## src/palindromic_substring_counter_unit_defines.svh

```systemverilog
// ----------------------------------------------------------------------------
// palindromic substring counter - assertion macros
// shared property wrappers for the checks at the end of the top level
// ----------------------------------------------------------------------------
`ifndef PALINDROMIC_SUBSTRING_COUNTER_UNIT_DEFINES_SVH
`define PALINDROMIC_SUBSTRING_COUNTER_UNIT_DEFINES_SVH

// same-cycle implication, off while in reset
`define PSCU_ASSERT_SAME(label, clk, rst_n, ante, cons) \
    label: assert property (@(posedge clk) disable iff (!rst_n) (ante) |-> (cons)) \
        else $error("pscu check failed");

// next-cycle implication, off while in reset
`define PSCU_ASSERT_NEXT(label, clk, rst_n, ante, cons) \
    label: assert property (@(posedge clk) disable iff (!rst_n) (ante) |=> (cons)) \
        else $error("pscu check failed");

`endif

```

## src/pscu_pkg.sv

```systemverilog
// ----------------------------------------------------------------------------
// pscu_pkg
// sizes and controller/datapath command and status types
// ----------------------------------------------------------------------------
package pscu_pkg;

    // character store depth and derived widths
    localparam int MAX_LEN  = 256;
    localparam int ADDR_W   = $clog2(MAX_LEN);
    localparam int LEN_W    = $clog2(MAX_LEN + 1);
    localparam int IDX_W    = ADDR_W + 1;
    localparam int WIDE_W   = IDX_W + 1;
    localparam int CTR_W    = $clog2(2 * MAX_LEN);
    localparam int CMP_W    = CTR_W + 1;
    localparam int CHAR_W   = 8;
    localparam int COUNT_W  = 16;
    localparam logic [COUNT_W-1:0] COUNT_MAX = '1;

    // controller to datapath
    typedef struct packed {
        logic load;     // store the incoming byte
        logic start;    // latch length, clear center and total
        logic setup;    // place lo/hi at the current center
        logic read;     // read both characters
        logic advance;  // count a match, widen the span
        logic next;     // move to the next center
        logic publish;  // load the output register
    } t_cmd;

    // datapath to controller
    typedef struct packed {
        logic in_last;
        logic centers_done;
        logic in_range;
        logic chars_equal;
        logic out_full;
    } t_sts;

endpackage

```

## src/pscu_in_if.sv

```systemverilog
// ----------------------------------------------------------------------------
// pscu_in_if
// input channel: one string byte per item
// ----------------------------------------------------------------------------
interface pscu_in_if;
    logic                               valid;
    logic                               ready;
    logic [pscu_pkg::CHAR_W-1:0]        char_code;
    logic                               last_char;

    modport source (output valid, output char_code, output last_char, input ready);
    modport sink   (input valid, input char_code, input last_char, output ready);
endinterface

```

## src/pscu_out_if.sv

```systemverilog
// ----------------------------------------------------------------------------
// pscu_out_if
// output channel: one count item per string
// ----------------------------------------------------------------------------
interface pscu_out_if;
    logic                               valid;
    logic                               ready;
    logic [pscu_pkg::COUNT_W-1:0]       palindrome_count;
    logic                               overflow_flag;

    modport source (output valid, output palindrome_count, output overflow_flag,
                    input ready);
    modport sink   (input valid, input palindrome_count, input overflow_flag,
                    output ready);
endinterface

```

## src/pscu_ctrl.sv

```systemverilog
// ----------------------------------------------------------------------------
// pscu_ctrl
// sequencer: loads bytes, then walks every center and widens spans
// ----------------------------------------------------------------------------
module pscu_ctrl (
    input  logic                i_clk,
    input  logic                i_rst_n,
    input  logic                i_in_valid,
    output logic                o_in_ready,
    input  pscu_pkg::t_sts      i_sts,
    output pscu_pkg::t_cmd      o_cmd
);

    typedef enum logic [4:0] {
        S_LOAD    = 5'b00001,
        S_SETUP   = 5'b00010,
        S_READ    = 5'b00100,
        S_CMP     = 5'b01000,
        S_PUBLISH = 5'b10000
    } t_state;

    t_state r_state;
    t_state n_state;

    // state register
    always_ff @(posedge i_clk) begin
        if (!i_rst_n) begin
            r_state <= S_LOAD;
        end else begin
            r_state <= n_state;
        end
    end

    assign o_in_ready = (r_state == S_LOAD);

    // next state and commands
    always_comb begin
        n_state = r_state;
        o_cmd   = '0;
        unique case (r_state)
            S_LOAD: begin
                if (i_in_valid) begin
                    o_cmd.load = 1'b1;
                    if (i_sts.in_last) begin
                        o_cmd.start = 1'b1;
                        n_state     = S_SETUP;
                    end
                end
            end
            S_SETUP: begin
                if (i_sts.centers_done) begin
                    n_state = S_PUBLISH;
                end else begin
                    o_cmd.setup = 1'b1;
                    n_state     = S_READ;
                end
            end
            S_READ: begin
                if (i_sts.in_range) begin
                    o_cmd.read = 1'b1;
                    n_state    = S_CMP;
                end else begin
                    o_cmd.next = 1'b1;
                    n_state    = S_SETUP;
                end
            end
            S_CMP: begin
                if (i_sts.chars_equal) begin
                    o_cmd.advance = 1'b1;
                    n_state       = S_READ;
                end else begin
                    o_cmd.next = 1'b1;
                    n_state    = S_SETUP;
                end
            end
            S_PUBLISH: begin
                if (!i_sts.out_full) begin
                    o_cmd.publish = 1'b1;
                    n_state       = S_LOAD;
                end
            end
            default: begin
                n_state = S_LOAD;
            end
        endcase
    end

endmodule

```

## src/pscu_dp.sv

```systemverilog
// ----------------------------------------------------------------------------
// pscu_dp
// datapath: character memory, span pointers, counter and output register
// ----------------------------------------------------------------------------
module pscu_dp (
    input  logic                                i_clk,
    input  logic                                i_rst_n,
    input  logic [pscu_pkg::CHAR_W-1:0]         i_char_code,
    input  logic                                i_last_char,
    input  logic                                i_out_ready,
    input  pscu_pkg::t_cmd                      i_cmd,
    output pscu_pkg::t_sts                      o_sts,
    output logic                                o_out_valid,
    output logic [pscu_pkg::COUNT_W-1:0]        o_palindrome_count,
    output logic                                o_overflow_flag
);

    logic [pscu_pkg::CHAR_W-1:0]    r_mem [pscu_pkg::MAX_LEN];
    logic [pscu_pkg::LEN_W-1:0]     r_len;
    logic                           r_drop;
    logic [pscu_pkg::LEN_W-1:0]     r_n;
    logic                           r_flag;
    logic [pscu_pkg::CTR_W-1:0]     r_ctr;
    logic [pscu_pkg::IDX_W-1:0]     r_lo;
    logic [pscu_pkg::IDX_W-1:0]     r_hi;
    logic [pscu_pkg::CHAR_W-1:0]    r_ch_lo;
    logic [pscu_pkg::CHAR_W-1:0]    r_ch_hi;
    logic [pscu_pkg::COUNT_W-1:0]   r_total;
    logic                           r_out_valid;
    logic [pscu_pkg::COUNT_W-1:0]   r_out_count;
    logic                           r_out_flag;

    logic                           w_has_room;
    logic [pscu_pkg::LEN_W-1:0]     w_len_after;
    logic [pscu_pkg::IDX_W-1:0]     w_half;

    assign w_has_room  = (r_len < pscu_pkg::LEN_W'(pscu_pkg::MAX_LEN));
    assign w_len_after = w_has_room ? (r_len + pscu_pkg::LEN_W'(1)) : r_len;
    assign w_half      = pscu_pkg::IDX_W'(r_ctr >> 1);

    // character memory: one write port, two registered read ports
    always_ff @(posedge i_clk) begin
        if (i_cmd.load && w_has_room) begin
            r_mem[r_len[pscu_pkg::ADDR_W-1:0]] <= i_char_code;
        end
        if (i_cmd.read) begin
            r_ch_lo <= r_mem[r_lo[pscu_pkg::ADDR_W-1:0]];
            r_ch_hi <= r_mem[r_hi[pscu_pkg::ADDR_W-1:0]];
        end
    end

    // load length and drop tracking
    always_ff @(posedge i_clk) begin
        if (!i_rst_n) begin
            r_len  <= '0;
            r_drop <= 1'b0;
        end else if (i_cmd.start) begin
            r_len  <= '0;
            r_drop <= 1'b0;
        end else if (i_cmd.load) begin
            r_len  <= w_len_after;
            r_drop <= r_drop | ~w_has_room;
        end
    end

    // center walk and span pointers
    always_ff @(posedge i_clk) begin
        if (i_cmd.start) begin
            r_n     <= w_len_after;
            r_flag  <= r_drop | ~w_has_room;
            r_ctr   <= '0;
            r_total <= '0;
        end else begin
            if (i_cmd.next) begin
                r_ctr <= r_ctr + pscu_pkg::CTR_W'(1);
            end
            if (i_cmd.advance && (r_total != pscu_pkg::COUNT_MAX)) begin
                r_total <= r_total + pscu_pkg::COUNT_W'(1);
            end
        end
        if (i_cmd.setup) begin
            r_lo <= w_half;
            r_hi <= w_half + pscu_pkg::IDX_W'(r_ctr[0]);
        end else if (i_cmd.advance) begin
            r_lo <= r_lo - pscu_pkg::IDX_W'(1);
            r_hi <= r_hi + pscu_pkg::IDX_W'(1);
        end
    end

    // output register
    always_ff @(posedge i_clk) begin
        if (!i_rst_n) begin
            r_out_valid <= 1'b0;
        end else if (i_cmd.publish) begin
            r_out_valid <= 1'b1;
        end else if (i_out_ready) begin
            r_out_valid <= 1'b0;
        end
    end

    always_ff @(posedge i_clk) begin
        if (i_cmd.publish) begin
            r_out_count <= r_total;
            r_out_flag  <= r_flag;
        end
    end

    // status back to the sequencer
    assign o_sts.in_last      = i_last_char;
    assign o_sts.centers_done = (pscu_pkg::CMP_W'(r_ctr) + pscu_pkg::CMP_W'(1))
                                >= pscu_pkg::CMP_W'({r_n, 1'b0});
    assign o_sts.in_range     = !r_lo[pscu_pkg::IDX_W-1]
                                && (pscu_pkg::WIDE_W'(r_hi) < pscu_pkg::WIDE_W'(r_n));
    assign o_sts.chars_equal  = (r_ch_lo == r_ch_hi);
    assign o_sts.out_full     = r_out_valid & ~i_out_ready;

    assign o_out_valid        = r_out_valid;
    assign o_palindrome_count = r_out_count;
    assign o_overflow_flag    = r_out_flag;

endmodule

```

## src/palindromic_substring_counter_unit.sv

```systemverilog
// ----------------------------------------------------------------------------
// palindromic_substring_counter_unit
// counts palindromic substrings of a byte string loaded one item at a time
// ----------------------------------------------------------------------------
// Bytes are taken one per cycle into a 256-entry character memory; bytes past
// that depth are dropped and the result carries overflow_flag. The item with
// last_char starts the count and the input stays not ready until the result
// is placed in the output register, which may wait for the sink while the
// next string loads. The count walks all 2n-1 centers of an n-byte string:
// each center passes SETUP, then READ and CMP for every matching
// character pair, until a mismatch in CMP or the string edge in READ
// moves on. The pace is set by the registered two-port read of the
// character memory: each compare follows its read in a separate state.
`include "palindromic_substring_counter_unit_defines.svh"

module palindromic_substring_counter_unit (
    input  logic        i_clk,
    input  logic        i_rst_n,
    pscu_in_if.sink     i_in,
    pscu_out_if.source  o_out
);

    pscu_pkg::t_cmd w_cmd;
    pscu_pkg::t_sts w_sts;

    // sequencer
    pscu_ctrl u_ctrl (
        .i_clk      (i_clk),
        .i_rst_n    (i_rst_n),
        .i_in_valid (i_in.valid),
        .o_in_ready (i_in.ready),
        .i_sts      (w_sts),
        .o_cmd      (w_cmd)
    );

    // datapath
    pscu_dp u_dp (
        .i_clk              (i_clk),
        .i_rst_n            (i_rst_n),
        .i_char_code        (i_in.char_code),
        .i_last_char        (i_in.last_char),
        .i_out_ready        (o_out.ready),
        .i_cmd              (w_cmd),
        .o_sts              (w_sts),
        .o_out_valid        (o_out.valid),
        .o_palindrome_count (o_out.palindrome_count),
        .o_overflow_flag    (o_out.overflow_flag)
    );

    // checks
    `PSCU_ASSERT_SAME(a_read_in_range, i_clk, i_rst_n, w_cmd.read, w_sts.in_range)
    `PSCU_ASSERT_SAME(a_publish_free, i_clk, i_rst_n, w_cmd.publish, !w_sts.out_full)
    `PSCU_ASSERT_NEXT(a_read_then_cmp, i_clk, i_rst_n, w_cmd.read, !i_in.ready && !w_cmd.read)

endmodule

```

## src/flat_wrapper.sv

```systemverilog
// flat-port wrapper written by rule: the top's interface ports become plain ports
module palindromic_substring_counter_unit_flat 
  (i_clk, i_rst_n, i_in_valid, i_in_char_code, i_in_last_char, i_in_ready, o_out_valid, o_out_palindrome_count, o_out_overflow_flag, o_out_ready);
  pscu_in_if i_in_i ();
  pscu_out_if o_out_i ();
  input  logic i_clk;
  input  logic i_rst_n;
  input wire logic [$bits(i_in_i.valid)-1:0] i_in_valid;
  input wire logic [$bits(i_in_i.char_code)-1:0] i_in_char_code;
  input wire logic [$bits(i_in_i.last_char)-1:0] i_in_last_char;
  output wire logic [$bits(i_in_i.ready)-1:0] i_in_ready;
  output wire logic [$bits(o_out_i.valid)-1:0] o_out_valid;
  output wire logic [$bits(o_out_i.palindrome_count)-1:0] o_out_palindrome_count;
  output wire logic [$bits(o_out_i.overflow_flag)-1:0] o_out_overflow_flag;
  input wire logic [$bits(o_out_i.ready)-1:0] o_out_ready;
  assign i_in_i.valid = i_in_valid;
  assign i_in_i.char_code = i_in_char_code;
  assign i_in_i.last_char = i_in_last_char;
  assign i_in_ready = i_in_i.ready;
  assign o_out_valid = o_out_i.valid;
  assign o_out_palindrome_count = o_out_i.palindrome_count;
  assign o_out_overflow_flag = o_out_i.overflow_flag;
  assign o_out_i.ready = o_out_ready;
  palindromic_substring_counter_unit u_core (.i_clk(i_clk), .i_rst_n(i_rst_n), .i_in(i_in_i), .o_out(o_out_i));
endmodule
```

## config.mk

```make
export PLATFORM = sky130hd
export DESIGN_NAME = palindromic_substring_counter_unit_flat
export DESIGN_NICKNAME = d
export VERILOG_FILES = /design/src/pscu_pkg.sv /design/src/pscu_in_if.sv /design/src/pscu_out_if.sv /design/src/pscu_ctrl.sv /design/src/pscu_dp.sv /design/src/palindromic_substring_counter_unit.sv /design/src/flat_wrapper.sv
export VERILOG_INCLUDE_DIRS = /design/src /design/src/src
export SDC_FILE = /design/constraint.sdc
export NUM_CORES = 2
export LEC_CHECK = 0
export BUFFER_PORTS_ARGS = -buffer_cell sky130_fd_sc_hd__buf_2
export CORE_AREA = 2 2 551 416
export DETAILED_ROUTE_END_ITERATION = 12
export DIE_AREA = 0 0 553 418
export PLACE_DENSITY = 0.62
export SYNTH_ARGS = -nofsm -noshare
export SYNTH_HDL_FRONTEND = slang
export SYNTH_HIERARCHICAL = 1
export SYNTH_SLANG_ARGS = --single-unit
```

## constraint.sdc

```tcl
create_clock -name i_clk -period 5.26 [get_ports i_clk]
set_input_delay 0.263 -clock i_clk [delete_from_list [all_inputs] [get_ports i_clk]]
set_output_delay 0.263 -clock i_clk [all_outputs]
set_load 0.005 [all_outputs]
```

==> flow_metrics.env <==
export IMPL_dp_hpwl_mm=266
export IMPL_cts_tree="yes"
export IMPL_place_congestion=1.04
export IMPL_die_w_um=553
export IMPL_wl_met3_mm=72.0
export IMPL_cts_max_path_buffers=4
export IMPL_syn_inst=5665
export IMPL_viasPerCell=7.33
export IMPL_m1WireLength_mm=148
export IMPL_synth_top_area_cell="edfxtp_1"
export IMPL_num_rows=151
export IMPL_stdcell_count=9038
export IMPL_place_area_um2=107000
export IMPL_nets=5909
export IMPL_rsz0062_at_grt="false"
export IMPL_fin_crit_sh_pct=96.4
export IMPL_fin_ws_ns=0.188
export IMPL_whs_ns=0.0571
export IMPL_clk_latency_ns=0.90
export IMPL_path_clk_slew_ns=0.07
export IMPL_peakVddDrop_mv=0.363
export IMPL_syn_cell_area_um2=101000
export IMPL_setup_tns_ns=0
export IMPL_synth_avg_cell_area_um2=17.9
export IMPL_crit_arrival_ns=5.73
export IMPL_utilization_pct=50.4
export IMPL_drive_above_1_share_pct=28.3
export IMPL_track_usage_pct=33.8
export IMPL_ys_warn_count=6
export IMPL_syn2layout_area_growth_pct=12.1
export IMPL_die_area_um2=231000
export IMPL_period_needed_ns=5.07
export IMPL_violations="capacitance limit, slew limit"
export IMPL_met2_length_mm=157
export IMPL_synth_edff_count=2108
export IMPL_cts_sinks=2150
export IMPL_tightest_slew_ns=1.64
export IMPL_cts_resized=0
export IMPL_top_layer_used="met5"
export IMPL_synth_seq_cells=2150
export IMPL_core_area_um2=225000
export IMPL_grt_pass1_vias=61500
export IMPL_overflow=0
export IMPL_htreeDepth=4
export IMPL_yosysSeqAreaShare_pct=63.4
export IMPL_start_kind="flip-flop"
export IMPL_synth_nets=5704
export IMPL_antenna_found_initial=32
export IMPL_numPortBuffers=31
export IMPL_dieHeight_um=418
export IMPL_drt_iter0_markers=13600
export IMPL_root_buffer="clkbuf_16"
export IMPL_routedWlPerCell_um=43.9
export IMPL_finalPower_mw=35.1
export IMPL_io_pins=32
export IMPL_outcome="finished with violations"
export IMPL_first_pass_iters=9
export IMPL_cp_max_fo=43
export IMPL_cts_made_buffers=215
export IMPL_grt_pass1_wl_mm=533
export IMPL_pre_cts_ws_ns=0.573
export IMPL_skew_ns=0.0839
export IMPL_routed_wl_mm=397
export IMPL_layout_common_cells="edfxtp_1 (2108), mux4_2 (872), nor2_1 (375)"
export IMPL_drc=0
export IMPL_hold_class="input pin to flip-flop"
export IMPL_synth_distinct_cells=92
export IMPL_fin_area_um2=113000
export IMPL_cp_end_kind="flip-flop"
export IMPL_vias=66300
export IMPL_cp_data_required_time_ns=5.92
export IMPL_async_reset_ff_share_pct=0
export IMPL_synth_top_area_share_pct=62.5
export IMPL_hold_violations=0
export IMPL_drv_cap=5
export IMPL_final_common_cell="edfxtp_1"
export IMPL_grt_max_degree=163
export IMPL_place_inst=8627
export IMPL_fillers=18300
export IMPL_max_clock_freq_mhz=197
export IMPL_p_leak_nw=36.1
export IMPL_setup_viol=0
export IMPL_final_antenna_net_count=0
export IMPL_initial_core_util_pct=44.9
export IMPL_critical_path_class="flip-flop to flip-flop"
export IMPL_multi_input_area_um2=34600
export IMPL_power_per_cell_area_nw_per_um2=309
export IMPL_relSlewSlack_pct=-9.84
export IMPL_synth_area_top_cells="edfxtp_1 (63%), mux4_2 (19%), mux2i_1 (3.4%)"
export IMPL_register_area_um2=64100
export IMPL_ys_flop_type="edfxtp_1"
export IMPL_finalMaxSlewViolations=15
-- state kept, by name, indices dropped and copies added, names as in the netlist --
register / cells
u_core/u_dp/r_ch_lo: 8
u_core/u_dp/r_ch_hi: 8
u_core/u_dp/r_lo: 9
u_core/u_dp/r_mem: 2048
u_core/u_dp/r_ctr: 9
u_core/u_dp/r_drop: 1
u_core/u_dp/o_overflow_flag: 1
u_core/u_dp/o_palindrome_count: 16
u_core/u_dp/r_hi: 9
u_core/u_dp/r_flag: 1
u_core/u_ctrl/r_state: 5
u_core/u_dp/r_n: 9
u_core/u_dp/o_out_valid: 1
u_core/u_dp/r_total: 16
u_core/u_dp/r_len: 9
-- kinds of logic (layout without fill, tap and decap cells) --
family	after synthesis	count (layout)	share of synthesized area (%)
compound gates	815	815	5.69
flops	2150	2150	63.4
simple gates	855	855	3.90
other cells	0	13	0
xor+xnor	64	64	0.554
fa+ha+maj	26	26	0.321
buf+inv	483	860	2.65
mux	1272	1272	23.5
-- routing by layer --
| layer | global-route usage [%] | vias to the layer above |
|---|---|---|
| met1 | 47.3 | 34700 |
| met3 | 16.7 | 1014 |
| li1 | - | 24300 |
| met2 | 44.3 | 6232 |
| met4 | 14.0 | 36 |
| met5 | 0 | - |
-- cells in the mapped netlist (41+ instances only) --
cell,count
edfxtp_1,2108
mux4_2,872
nor2_1,381
mux2i_1,341
clkbuf_1,187
nand2_1,163
a21oi_1,147
a22oi_1,126
buf_2,124
o21ai_0,92
o22ai_1,82
a221oi_1,74
nand3_1,73
buf_4,55
mux2_2,52
a22o_1,43
dfxtp_1,42
nor3_1,41
-- power by group --
part	internal (mW)	total (mW)	switching (mW)
Sequential	18.8	18.8	0.0150
Combinational	0.252	1.00	0.748
Clock	8.47	15.2	6.77
-- cell type report --
| cell class | instances | area share [%] |
|---|---|---|
| repair buffers | 443 | 3.65 |
| well taps | 2983 | 3.29 |
| clock buffers | 259 | 4.89 |
| inverters | 28 | 0.0948 |
| multi-input cells | 3032 | 30.5 |
| clock inverters | 130 | 1.04 |
| flip-flops and latches | 2150 | 56.5 |
| diodes | 13 | 0.0287 |
-- critical path: stages (launching register included) --
cell	delay, ns
edfxtp_1	0.88
buf_12	0.48
buf_4	0.43
mux4_2	0.37
a22oi_1	0.37
a21oi_1	0.16
nor4_1	1.19
o21ai_0	0.52
a32o_1	0.39
-- path summary, 6_finish.rpt --
check,endpoint,slack (ns),start,cells after the start
max,u_core/u_dp/r_ch_lo[0],0.19,u_core/u_dp/r_lo[1],8
min,u_core/u_dp/r_mem[20][0],0.06,i_in_char_code[0],1
max reg2reg,u_core/u_dp/r_ch_lo[0],0.19,u_core/u_dp/r_lo[1],8
min reg2reg,u_core/u_dp/o_overflow_flag,0.45,u_core/u_dp/r_flag,0
-- timing repair --
item	4_1_cts	5_1_grt
endpoints found under the hold margin	152	0
buffers inserted	0	0
hold buffers	9	0
(Power assumes the default switching activity.)
